--- src/rtl/sha_pkg.sv ---
`default_nettype none
// ============================================================================
// SHA-256 hasher package
// Shared types, round constants, initial hash values and command struct.
// ============================================================================
package sha_pkg;

    typedef logic [31:0] word_t;

    localparam logic [7:0] PAD_BYTE = 8'h80;

    // One queued command from the front part to the compression engine.
    typedef struct packed {
        logic [7:0] data_byte;
        logic       byte_valid;
        logic       end_of_message;
    } cmd_t;

    typedef enum logic [2:0] {
        ST_IDLE,
        ST_ROUND,
        ST_FOLD,
        ST_PAD,
        ST_EMIT
    } eng_state_t;

    function automatic word_t init_h(input logic [2:0] idx);
        word_t r;
        unique case (idx)
            3'd0: r = 32'h6a09e667;
            3'd1: r = 32'hbb67ae85;
            3'd2: r = 32'h3c6ef372;
            3'd3: r = 32'ha54ff53a;
            3'd4: r = 32'h510e527f;
            3'd5: r = 32'h9b05688c;
            3'd6: r = 32'h1f83d9ab;
            default: r = 32'h5be0cd19;
        endcase
        return r;
    endfunction

    function automatic word_t round_k(input logic [5:0] idx);
        word_t r;
        unique case (idx)
            6'd0: r = 32'h428a2f98;  6'd1: r = 32'h71374491;
            6'd2: r = 32'hb5c0fbcf;  6'd3: r = 32'he9b5dba5;
            6'd4: r = 32'h3956c25b;  6'd5: r = 32'h59f111f1;
            6'd6: r = 32'h923f82a4;  6'd7: r = 32'hab1c5ed5;
            6'd8: r = 32'hd807aa98;  6'd9: r = 32'h12835b01;
            6'd10: r = 32'h243185be; 6'd11: r = 32'h550c7dc3;
            6'd12: r = 32'h72be5d74; 6'd13: r = 32'h80deb1fe;
            6'd14: r = 32'h9bdc06a7; 6'd15: r = 32'hc19bf174;
            6'd16: r = 32'he49b69c1; 6'd17: r = 32'hefbe4786;
            6'd18: r = 32'h0fc19dc6; 6'd19: r = 32'h240ca1cc;
            6'd20: r = 32'h2de92c6f; 6'd21: r = 32'h4a7484aa;
            6'd22: r = 32'h5cb0a9dc; 6'd23: r = 32'h76f988da;
            6'd24: r = 32'h983e5152; 6'd25: r = 32'ha831c66d;
            6'd26: r = 32'hb00327c8; 6'd27: r = 32'hbf597fc7;
            6'd28: r = 32'hc6e00bf3; 6'd29: r = 32'hd5a79147;
            6'd30: r = 32'h06ca6351; 6'd31: r = 32'h14292967;
            6'd32: r = 32'h27b70a85; 6'd33: r = 32'h2e1b2138;
            6'd34: r = 32'h4d2c6dfc; 6'd35: r = 32'h53380d13;
            6'd36: r = 32'h650a7354; 6'd37: r = 32'h766a0abb;
            6'd38: r = 32'h81c2c92e; 6'd39: r = 32'h92722c85;
            6'd40: r = 32'ha2bfe8a1; 6'd41: r = 32'ha81a664b;
            6'd42: r = 32'hc24b8b70; 6'd43: r = 32'hc76c51a3;
            6'd44: r = 32'hd192e819; 6'd45: r = 32'hd6990624;
            6'd46: r = 32'hf40e3585; 6'd47: r = 32'h106aa070;
            6'd48: r = 32'h19a4c116; 6'd49: r = 32'h1e376c08;
            6'd50: r = 32'h2748774c; 6'd51: r = 32'h34b0bcb5;
            6'd52: r = 32'h391c0cb3; 6'd53: r = 32'h4ed8aa4a;
            6'd54: r = 32'h5b9cca4f; 6'd55: r = 32'h682e6ff3;
            6'd56: r = 32'h748f82ee; 6'd57: r = 32'h78a5636f;
            6'd58: r = 32'h84c87814; 6'd59: r = 32'h8cc70208;
            6'd60: r = 32'h90befffa; 6'd61: r = 32'ha4506ceb;
            6'd62: r = 32'hbef9a3f7; default: r = 32'hc67178f2;
        endcase
        return r;
    endfunction

endpackage
`default_nettype wire

--- src/rtl/sha_queue.sv ---
`default_nettype none
// ============================================================================
// SHA-256 command queue
// Small FIFO that decouples the input side from the compression engine.
// ============================================================================
module sha_queue #(
    parameter int DEPTH = 4
) (
    input  wire              aclk,
    input  wire              aresetn,
    input  wire              in_valid,
    output logic             in_ready,
    input  sha_pkg::cmd_t    in_cmd,
    output logic             out_valid,
    input  wire              out_ready,
    output sha_pkg::cmd_t    out_cmd
);
    localparam int AW = (DEPTH > 1) ? $clog2(DEPTH) : 1;

    sha_pkg::cmd_t          mem_reg [DEPTH];
    logic [AW-1:0]          wr_ptr_reg, rd_ptr_reg;
    logic [AW:0]            count_reg;
    logic                   push, pop;

    assign in_ready  = (count_reg != (AW+1)'(DEPTH));
    assign out_valid = (count_reg != '0);
    assign out_cmd   = mem_reg[rd_ptr_reg];
    assign push      = in_valid && in_ready;
    assign pop       = out_valid && out_ready;

    // Storage write.
    always_ff @(posedge aclk) begin
        if (push) begin
            mem_reg[wr_ptr_reg] <= in_cmd;
        end
    end

    // Pointers and fill count.
    always_ff @(posedge aclk) begin
        if (!aresetn) begin
            wr_ptr_reg <= '0;
            rd_ptr_reg <= '0;
            count_reg  <= '0;
        end else begin
            if (push) begin
                wr_ptr_reg <= (wr_ptr_reg == AW'(DEPTH - 1)) ? '0 : wr_ptr_reg + 1'b1;
            end
            if (pop) begin
                rd_ptr_reg <= (rd_ptr_reg == AW'(DEPTH - 1)) ? '0 : rd_ptr_reg + 1'b1;
            end
            count_reg <= count_reg + (AW+1)'(push) - (AW+1)'(pop);
        end
    end
endmodule
`default_nettype wire

--- src/rtl/sha_engine.sv ---
`default_nettype none
// ============================================================================
// SHA-256 compression engine
// Buffers bytes, runs one round a cycle, pads the last block, emits digest.
// ============================================================================
module sha_engine (
    input  wire              aclk,
    input  wire              aresetn,
    input  wire              cmd_valid,
    output logic             cmd_ready,
    input  sha_pkg::cmd_t    cmd,
    output logic             out_valid,
    input  wire              out_ready,
    output logic [63:0]      out_word,
    output logic [1:0]       out_index,
    output logic             out_last
);
    sha_pkg::eng_state_t state_reg, state_next;

    sha_pkg::word_t h_reg [8];
    sha_pkg::word_t v_reg [8];
    sha_pkg::word_t w_reg [16];     // sliding message schedule window
    logic [60:0]    count_reg;
    logic [5:0]     round_reg;
    logic           fin_reg;        // the running block ends the message
    logic           last_blk_reg;   // the running block holds the length
    logic           len_pend_reg;   // a second padding block must follow
    logic [1:0]     emit_reg;

    logic [5:0]     pos;
    logic           take;
    sha_pkg::word_t wcur, s0w, s1w, wnew, t1, t2, e, a;
    logic [63:0]    bits;

    assign pos  = count_reg[5:0];
    assign bits = {count_reg, 3'b000};
    assign take = cmd_valid && cmd_ready;
    assign wcur = w_reg[0];
    assign a    = v_reg[0];
    assign e    = v_reg[4];

    // Round datapath and schedule expansion.
    always_comb begin
        s0w  = {w_reg[1][6:0], w_reg[1][31:7]} ^ {w_reg[1][17:0], w_reg[1][31:18]}
             ^ (w_reg[1] >> 3);
        s1w  = {w_reg[14][16:0], w_reg[14][31:17]} ^ {w_reg[14][18:0], w_reg[14][31:19]}
             ^ (w_reg[14] >> 10);
        wnew = s1w + w_reg[9] + s0w + w_reg[0];
        t1   = v_reg[7] + ({e[5:0], e[31:6]} ^ {e[10:0], e[31:11]} ^ {e[24:0], e[31:25]})
             + ((e & v_reg[5]) ^ (~e & v_reg[6])) + sha_pkg::round_k(round_reg) + wcur;
        t2   = ({a[1:0], a[31:2]} ^ {a[12:0], a[31:13]} ^ {a[21:0], a[31:22]})
             + ((a & v_reg[1]) ^ (a & v_reg[2]) ^ (v_reg[1] & v_reg[2]));
    end

    // Next state.
    always_comb begin
        state_next = state_reg;
        unique case (state_reg)
            sha_pkg::ST_IDLE: begin
                if (take) begin
                    if (cmd.byte_valid && pos == 6'd63) begin
                        state_next = sha_pkg::ST_ROUND;
                    end else if (cmd.end_of_message) begin
                        state_next = sha_pkg::ST_ROUND;
                    end
                end
            end
            sha_pkg::ST_ROUND: if (round_reg == 6'd63) state_next = sha_pkg::ST_FOLD;
            sha_pkg::ST_FOLD: begin
                if (last_blk_reg) begin
                    state_next = sha_pkg::ST_EMIT;
                end else if (fin_reg) begin
                    state_next = sha_pkg::ST_PAD;
                end else begin
                    state_next = sha_pkg::ST_IDLE;
                end
            end
            sha_pkg::ST_PAD: state_next = sha_pkg::ST_ROUND;
            sha_pkg::ST_EMIT: begin
                if (out_ready && emit_reg == 2'd3) state_next = sha_pkg::ST_IDLE;
            end
            default: state_next = sha_pkg::ST_IDLE;
        endcase
    end

    // Outputs.
    always_comb begin
        cmd_ready = (state_reg == sha_pkg::ST_IDLE);
        out_valid = (state_reg == sha_pkg::ST_EMIT);
        out_word  = {h_reg[{emit_reg, 1'b0}], h_reg[{emit_reg, 1'b1}]};
        out_index = emit_reg;
        out_last  = (emit_reg == 2'd3);
    end

    always_ff @(posedge aclk) begin
        if (!aresetn) begin
            state_reg <= sha_pkg::ST_IDLE;
        end else begin
            state_reg <= state_next;
        end
    end

    // Datapath registers.
    always_ff @(posedge aclk) begin
        if (!aresetn) begin
            for (int i = 0; i < 8; i++) h_reg[i] <= sha_pkg::init_h(3'(i));
            count_reg    <= '0;
            round_reg    <= '0;
            fin_reg      <= 1'b0;
            last_blk_reg <= 1'b0;
            len_pend_reg <= 1'b0;
            emit_reg     <= '0;
        end else begin
            unique case (state_reg)
                sha_pkg::ST_IDLE: begin
                    if (take) begin
                        logic [5:0] p;
                        logic [31:0] wv;
                        p = pos;
                        wv = w_reg[p[5:2]];
                        if (cmd.byte_valid) begin
                            wv[8*(3-p[1:0]) +: 8] = cmd.data_byte;
                            // On a finish inside the block, the padding pass writes this word.
                            if (!cmd.end_of_message || p == 6'd63) begin
                                w_reg[p[5:2]] <= wv;
                            end
                            count_reg <= count_reg + 61'd1;
                        end
                        fin_reg <= cmd.end_of_message;
                        round_reg <= '0;
                        for (int i = 0; i < 8; i++) v_reg[i] <= h_reg[i];
                        if (cmd.end_of_message && !(cmd.byte_valid && p == 6'd63)) begin
                            logic [5:0]  q;
                            logic [60:0] c;
                            logic [63:0] b;
                            q = cmd.byte_valid ? p + 6'd1 : p;
                            c = cmd.byte_valid ? count_reg + 61'd1 : count_reg;
                            b = {c, 3'b000};
                            // Pad the current block: 0x80, zeros, maybe the length.
                            for (int j = 0; j < 16; j++) begin
                                logic [31:0] ww;
                                ww = (j == int'(p[5:2])) ? wv : w_reg[j];
                                for (int k = 0; k < 4; k++) begin
                                    if (6'(4*j+k) == q) begin
                                        ww[8*(3-k) +: 8] = sha_pkg::PAD_BYTE;
                                    end else if (6'(4*j+k) > q) begin
                                        ww[8*(3-k) +: 8] = 8'h00;
                                    end
                                end
                                if (q < 6'd56) begin
                                    if (j == 14) ww = b[63:32];
                                    if (j == 15) ww = b[31:0];
                                end
                                w_reg[j] <= ww;
                            end
                            last_blk_reg <= (q < 6'd56);
                            len_pend_reg <= (q >= 6'd56);
                        end else begin
                            last_blk_reg <= 1'b0;
                            len_pend_reg <= 1'b0;
                        end
                    end
                end
                sha_pkg::ST_ROUND: begin
                    v_reg[7] <= v_reg[6]; v_reg[6] <= v_reg[5]; v_reg[5] <= v_reg[4];
                    v_reg[4] <= v_reg[3] + t1;
                    v_reg[3] <= v_reg[2]; v_reg[2] <= v_reg[1]; v_reg[1] <= v_reg[0];
                    v_reg[0] <= t1 + t2;
                    for (int j = 0; j < 15; j++) w_reg[j] <= w_reg[j+1];
                    w_reg[15] <= wnew;
                    round_reg <= round_reg + 6'd1;
                end
                sha_pkg::ST_FOLD: begin
                    for (int i = 0; i < 8; i++) h_reg[i] <= h_reg[i] + v_reg[i];
                    emit_reg <= '0;
                end
                sha_pkg::ST_PAD: begin
                    // Second block: 0x80 may be here when the first ended full.
                    for (int j = 1; j < 14; j++) w_reg[j] <= '0;
                    w_reg[0] <= len_pend_reg ? '0 : {sha_pkg::PAD_BYTE, 24'h0};
                    w_reg[14] <= bits[63:32];
                    w_reg[15] <= bits[31:0];
                    last_blk_reg <= 1'b1;
                    round_reg    <= '0;
                    for (int i = 0; i < 8; i++) v_reg[i] <= h_reg[i];
                end
                sha_pkg::ST_EMIT: begin
                    if (out_ready) begin
                        emit_reg <= emit_reg + 2'd1;
                        if (emit_reg == 2'd3) begin
                            for (int i = 0; i < 8; i++) h_reg[i] <= sha_pkg::init_h(3'(i));
                            count_reg <= '0;
                            fin_reg   <= 1'b0;
                        end
                    end
                end
                default: ;
            endcase
        end
    end
endmodule
`default_nettype wire

--- src/rtl/sha256_byte_stream_hasher.sv ---
`default_nettype none
// ============================================================================
// SHA-256 byte stream hasher
// Hashes a byte stream one byte per transaction and emits a 256-bit digest.
// ============================================================================
// Channel  Direction  tdata                 tuser
// s_       in         data_byte[7:0]        {end_of_message, byte_valid}
// m_       out        digest_word[63:0]     word_index[1:0]; tlast = last_word
//
// The engine stores a byte while it is idle; every 64th byte starts a
// compression (one round per cycle) followed by a fold step.
// A finishing transaction costs one or two compressions, then four digest
// transactions. Reset brings the initial hash values and a zero count.
// A queue of QUEUE_DEPTH entries (four by default) lets the input side accept while the engine is busy.
// ============================================================================
module sha256_byte_stream_hasher #(
    parameter int QUEUE_DEPTH = 4
) (
    input  wire         aclk,
    input  wire         aresetn,
    input  wire         s_tvalid,
    output logic        s_tready,
    input  wire  [7:0]  s_tdata,   // data_byte
    input  wire  [1:0]  s_tuser,   // end_of_message, byte_valid
    output logic        m_tvalid,
    input  wire         m_tready,
    output logic [63:0] m_tdata,   // digest_word
    output logic [1:0]  m_tuser,   // word_index
    output logic        m_tlast
);
    sha_pkg::cmd_t in_cmd, q_cmd;
    logic          q_valid, q_ready;

    // Classify the incoming transaction into a command.
    always_comb begin
        in_cmd.data_byte      = s_tdata;
        in_cmd.byte_valid     = s_tuser[0];
        in_cmd.end_of_message = s_tuser[1];
    end

    sha_queue #(.DEPTH(QUEUE_DEPTH)) u_queue (
        .aclk      (aclk),
        .aresetn   (aresetn),
        .in_valid  (s_tvalid && (s_tuser[0] || s_tuser[1])),
        .in_ready  (s_tready),
        .in_cmd    (in_cmd),
        .out_valid (q_valid),
        .out_ready (q_ready),
        .out_cmd   (q_cmd)
    );

    sha_engine u_engine (
        .aclk      (aclk),
        .aresetn   (aresetn),
        .cmd_valid (q_valid),
        .cmd_ready (q_ready),
        .cmd       (q_cmd),
        .out_valid (m_tvalid),
        .out_ready (m_tready),
        .out_word  (m_tdata),
        .out_index (m_tuser),
        .out_last  (m_tlast)
    );
endmodule
`default_nettype wire
--- config.mk ---
export PLATFORM = sky130hd
export DESIGN_NAME = sha256_byte_stream_hasher
export DESIGN_NICKNAME = d
export VERILOG_FILES = /design/src/rtl/sha_pkg.sv /design/src/rtl/sha_queue.sv /design/src/rtl/sha_engine.sv /design/src/rtl/sha256_byte_stream_hasher.sv
export SDC_FILE = /design/constraint.sdc
export NUM_CORES = 2
export LEC_CHECK = 0
export ABC_CLOCK_PERIOD_IN_PS = 7200
export BUFFER_PORTS_ARGS = -buffer_cell sky130_fd_sc_hd__buf_2
export CORE_MARGIN = 1.5
export CORE_UTILIZATION = 59
export DETAILED_ROUTE_END_ITERATION = 8
export PLACE_DENSITY = 0.75
export SLEW_MARGIN = 40
export SYNTH_ARGS = -nofsm -noshare
export SYNTH_HDL_FRONTEND = slang
export SYNTH_SLANG_ARGS = --single-unit
--- constraint.sdc ---
create_clock -name aclk -period 7.2 [get_ports aclk]
set_clock_uncertainty 0.15 [all_clocks]
set_input_delay 1.08 -clock aclk [delete_from_list [all_inputs] [get_ports aclk]]
set_output_delay 1.08 -clock aclk [all_outputs]
set_load 0.01 [all_outputs]
# Word level (Yosys, flattened, before mapping)
# Memory sizes are Yosys's and may differ from the RTL's. A register that Yosys moved wholly into a read port is not among the register bits.
# Index checks and enable logic that the tools add are counted.
classes:
  eq_ne: 94
  n_lt_le_gt_ge: 66
  bitwise: 81
  muxes: 558
  addsub: 28
  shift: 2
  reduce_logical: 25
ops:
  columns: ["cell", "count"]
  rows:
  - ["32-bit two-way mux", 133]
  - ["8-bit two-way mux", 352]
  - ["32-bit adder", 18]
  - ["32-bit XOR", 9]
  - ["61-bit two-way mux", 4]
  - ["6-bit == test, first input constant", 32]
  - ["6-bit greater-than comparator, first input constant", 32]
  - ["32-bit AND", 5]
  - ["61-bit one-hot mux with 2 select lines", 1]
  - ["5-bit by 6-bit == test with 1-bit output, first input constant", 16]
  - ["5-bit by 6-bit greater-than comparator with 1-bit output, first input constant", 16]
  - ["1-bit bitwise OR", 64]
  - ["61-bit by 1-bit adder with 61-bit output, second input constant", 1]
  - ["4-bit by 6-bit == test with 1-bit output, first input constant", 8]
  - ["4-bit by 6-bit greater-than comparator with 1-bit output, first input constant", 8]
  - ["1-bit two-way mux", 39]
  - ["32-bit negator with 34-bit output", 1]
  - ["8-bit by 34-bit variable shift with 32-bit output, first input constant", 1]
  - ["8-bit by 34-bit variable part select with 32-bit output", 1]
  - ["32-bit bitwise mux", 1]
  - ["4-bit == test, first input constant", 8]
  - ["32-bit inverter", 1]
  - ["32-bit OR reduction", 1]
  - ["32-bit by 22-bit XOR with 32-bit output", 1]
  - ["other kinds (44)", 101]
totals:
  ff_bits: 82
  memories: 5
  mem_bits_ro: 2048
  output_inout_bits: 69
  mem_bits_rw: 1064
mem_list:
  columns: ["memory", "depth", "word_bits", "rd", "rd_clocked_by_memory_dff", "wr", "line_no", "text"]
  rows:
  - ["(name not given)", 64, 32, 1, 1, 0, "sha_pkg.sv:44", "unique case (idx)"]
  - ["u_engine.w_reg", 16, 32, 17, 1, 16, "sha_engine.sv:22", "sha_pkg::word_t w_reg [16];"]
  - ["u_engine.h_reg", 8, 32, 10, 2, 8, "sha_engine.sv:20", "sha_pkg::word_t h_reg [8];"]
  - ["u_engine.v_reg", 8, 32, 8, 0, 8, "sha_engine.sv:21", "sha_pkg::word_t v_reg [8];"]
  - ["u_queue.mem_reg", 4, 10, 1, 1, 1, "sha_queue.sv:20", "sha_pkg::cmd_t mem_reg [DEPTH];"]

# Logic depth before layout (Yosys ltp)
logic_depth:
  ltp_word: 15
  ltp_mapped: 33

# Modules after synthesis
# A second synthesis with hierarchy kept.
unflattened:
  hier_cells: 9300
  area_unflattened_um2: 85995.0
by_module_without_submodules:
  columns: ["module", "seq_area_each_um2", "area_per_inst_um2", "cells_per_inst", "instances"]
  rows:
  - ["sha_engine", 31059.8, 84063.1, 9195, 1]
  - ["sha_queue", 1381.3, 1924.3, 104, 1]
  - ["sha256_byte_stream_hasher", 0.0, 7.5, 1, 1]

# Worst setup path before layout
# OpenSTA, ideal clock, no wires.
synth_timing:
  kind: "reg2reg"
  from: "memory u_engine.w_reg[0][13] in the netlist's numbering"
  to: "memory u_engine.v_reg[0][31] in the netlist's numbering, data pin"
  slack_ns: 0.041
  arrival_time_ns: 6.856
  stages_incl_launch_ff: 28
  path_buffers: 0
  required_ns: 6.898
  path_cell_list: "edfxtp_1 -> inv_1 -> fa_1 -> inv_1 -> fa_1 -> inv_1 -> fa_1 -> inv_1 -> ha_1 -> a21o_1 -> or4_1 -> a211oi_1 -> a211oi_1 -> o31ai_1 -> a31oi_1 -> o21a_1 -> o21ai_0 -> mux2_2 -> a2111oi_0 -> fa_1 -> inv_1 -> ha_1 -> a21o_1 -> a21oi_1 -> o21ai_0 -> a21oi_1 -> xnor3_1 -> o21ai_0"
synth_lines:
  columns: ["element", "line_no"]
  rows:
  - ["start, declared", "sha_engine.sv:22"]
  - ["end, declared", "sha_engine.sv:21"]

==> results.sh <==
export IMPL_max_freq_mhz=141
export IMPL_synth_cell_type_count=108
export IMPL_cts_htree_levels=4
export IMPL_gr_usage_all_layers=0.480
export IMPL_drc_errors=0
export IMPL_grt_pass1_wl_um=521000
export IMPL_synth_top_area_share=0.302
export IMPL_cts_inserted_buffers=138
export IMPL_cp_common_cell="fa_1"
export IMPL_wl_per_cell_um=31.7
export IMPL_stdcell_count=11500
export IMPL_cap_violations=0
export IMPL_hold_path_class="register to register"
export IMPL_antenna_found_initial=26
export IMPL_synthTopCellsByArea="edfxtp_1, dfxtp_1, mux4_2, ha_1, nand2_1"
export IMPL_worst_setup_path_start_kind="register"
export IMPL_die_w_um=386
export IMPL_synthTopCellsByCount="nand2_1, edfxtp_1, o21ai_0, a21oi_1, nor2_1"
export IMPL_nNetsFinal=10100
export IMPL_avgSynthCellArea_sq_um=9.35
export IMPL_ant_nets=0
export IMPL_synth_seq_cells=1186
export IMPL_drive_above_1_share=0.145
export IMPL_setup_viol=0
export IMPL_root_buffer="clkbuf_16"
export IMPL_grt_pass1_vias=76700
export IMPL_reg2reg_slack_ps=90
export IMPL_crit_path_max_incr_delay_ps=590
export IMPL_synth_most_common_cell="nand2_1"
export IMPL_core_area_sq_um=146000
export IMPL_insertion_delay_ps=800
export IMPL_cp_slowest_cell="fa_1"
export IMPL_fill_cells=11600
export IMPL_port_buffers=82
export IMPL_dieArea_sq_um=149000
export IMPL_synth_ff_type="edfxtp_1"
export IMPL_first_pass_iters=8
export IMPL_area_delta_synth_final_pct=12.4
export IMPL_clk_path_buf_depth=3
export IMPL_outcome="completed"
export IMPL_syn_cell_area_sq_um=86400
export IMPL_ys_warnings_count=0
export IMPL_die_height_um=386
export IMPL_fin_crit_ps=7110
export IMPL_largest_reg_flops=512
export IMPL_place_gp_congestion=1.08
export IMPL_drtIter0Drc=11900
export IMPL_crit_family="adder cells"
export IMPL_crit_required_ps=7570
export IMPL_worstSetupPathType="register to register"
export IMPL_drv_slew=0
export IMPL_gr_total_overflow=0
export IMPL_cts_sinks=1186
export IMPL_hpwl_um=266000
export IMPL_syn_nets=9852
export IMPL_ys_seq_area_frac=0.376
export IMPL_async_flop_share=0
export IMPL_path_buf_inv=7
export IMPL_yosys_area_top_type="edfxtp_1"
export IMPL_end_kind="register"
export IMPL_rows=140
export IMPL_wirelength_um=365000
export IMPL_synth_enable_flop_cells=869
export IMPL_path_clk_slew_ps=70
export IMPL_via_per_inst=7.01
export IMPL_via_count=80700
export IMPL_arrival_ps=7480
export IMPL_grt_max_degree=216
export IMPL_post_route_period_util=0.987
export IMPL_syn_inst=9240
export IMPL_io_pins=83
export IMPL_hold_viol=0
export IMPL_tritoncts="built"
export IMPL_critPathMaxFanout=5
export IMPL_worstMarginPinSlew_ps=1020
export IMPL_start_util=0.593
export IMPL_dp_cells=11200
export IMPL_max_slew_margin=0.323
-- path summary, 6_finish.rpt --
| kind | startpoint | end | cells after the start |
|---|---|---|---|
| worst max-delay path | u_engine.w_reg[0][16]$_DFFE_PP_ | u_engine.v_reg[0][28]$_DFFE_PP_ | 29 |
| worst min-delay path | u_engine.fin_reg$_SDFFE_PN0P_ | u_engine.fin_reg$_SDFFE_PN0P_ | 2 |
| worst max register to register | u_engine.w_reg[0][16]$_DFFE_PP_ | u_engine.v_reg[0][28]$_DFFE_PP_ | 29 |
| worst min register to register | u_engine.fin_reg$_SDFFE_PN0P_ | u_engine.fin_reg$_SDFFE_PN0P_ | 2 |
-- cell families (layout without fill, tap and decap cells) --
| family | after synthesis | count (layout) | synth area share |
|---|---|---|---|
| flip-flops | 1186 | 1186 | 0.376 |
| adder cells (fa/ha/maj) | 620 | 620 | 0.106 |
| multiplexers | 282 | 282 | 0.0671 |
| other | 0 | 29 | 0 |
| AND/OR/NAND/NOR | 2671 | 2671 | 0.133 |
| AO/OA/AOI/OAI | 2841 | 2841 | 0.209 |
| buffers and inverters | 1041 | 1355 | 0.0471 |
| XOR/XNOR | 599 | 599 | 0.0616 |
-- final cells by class --
class / instances / area (sq um) / area share
timing repair buffer: 632 / 4850 / 0.0499
clock inverter: 67 / 704 / 0.00725
inverter: 469 / 1770 / 0.0182
sequential: 1186 / 32500 / 0.334
clock buffer: 187 / 3760 / 0.0387
antenna: 29 / 72.6 / 0.000747
tap: 1917 / 2400 / 0.0247
multi-input combinational: 7013 / 51100 / 0.526
-- cells in the final DEF, fill, tap and decap left out, drive strengths merged, types with 32 or more instances in the layout --
cell,count
edfxtp,869
mux4,234
nor2,684
o21a,58
o22ai,159
nand2,1334
o311ai,32
inv,471
nor3,130
a211oi,70
and2,38
o221ai,45
nand2b,65
or3,43
and3,55
a21oi,705
fa,196
clkinv,53
xor2,240
o21ai,796
o211ai,92
nor2b,55
clkbuf,187
buf,632
nand3,142
o21bai,38
mux2,34
a31oi,93
a21o,221
o31ai,38
xnor2,357
nand4,35
a22o,227
a22oi,66
ha,402
dfxtp,317
-- routing by layer --
layer | up-vias | part of all wire | global-route usage
met5 | - | 0.00029 | 0.000975
met3 | 1632 | 0.12 | 0.122
met4 | 16 | 0.11 | 0.404
li1 | 34200 | - | -
met1 | 38700 | 0.34 | 0.582
met2 | 6139 | 0.43 | 0.720
-- what timing repair did --
item | 4_1_cts | 5_1_grt
resized for setup | 44 | 118
hold buffers | 0 | 0
buffers inserted | 6 | 17
endpoints found under the setup margin | 6 | 13
pin swaps | 25 | 104
-- worst register-to-register path: cells and delay by family (launching register included) --
kind	cells	cell delay (ps)
fa+ha+maj	6	2620
compound gates	11	1840
buf+inv	7	710
xor+xnor	2	290
flops	1	380
simple gates	3	840
-- metrics by stage --
stage	hold WS (ps)	area, sq um	setup TNS, ps	utilization	setup WS [ps]
final	331	97100	0	0.667	93.6
after global placement	310	91200	-1640	0.627	-495
after CTS	326	96200	0	0.661	6.44
after detailed placement	323	91500	-2000	0.629	-529
after floorplan	282	86400	0	-	41.2
after global routing	344	97100	-376	0.667	-124
Power is left out: the tool's default activity adds up to more than one toggle a clock period on the data nets, which glitch-free logic cannot reach.
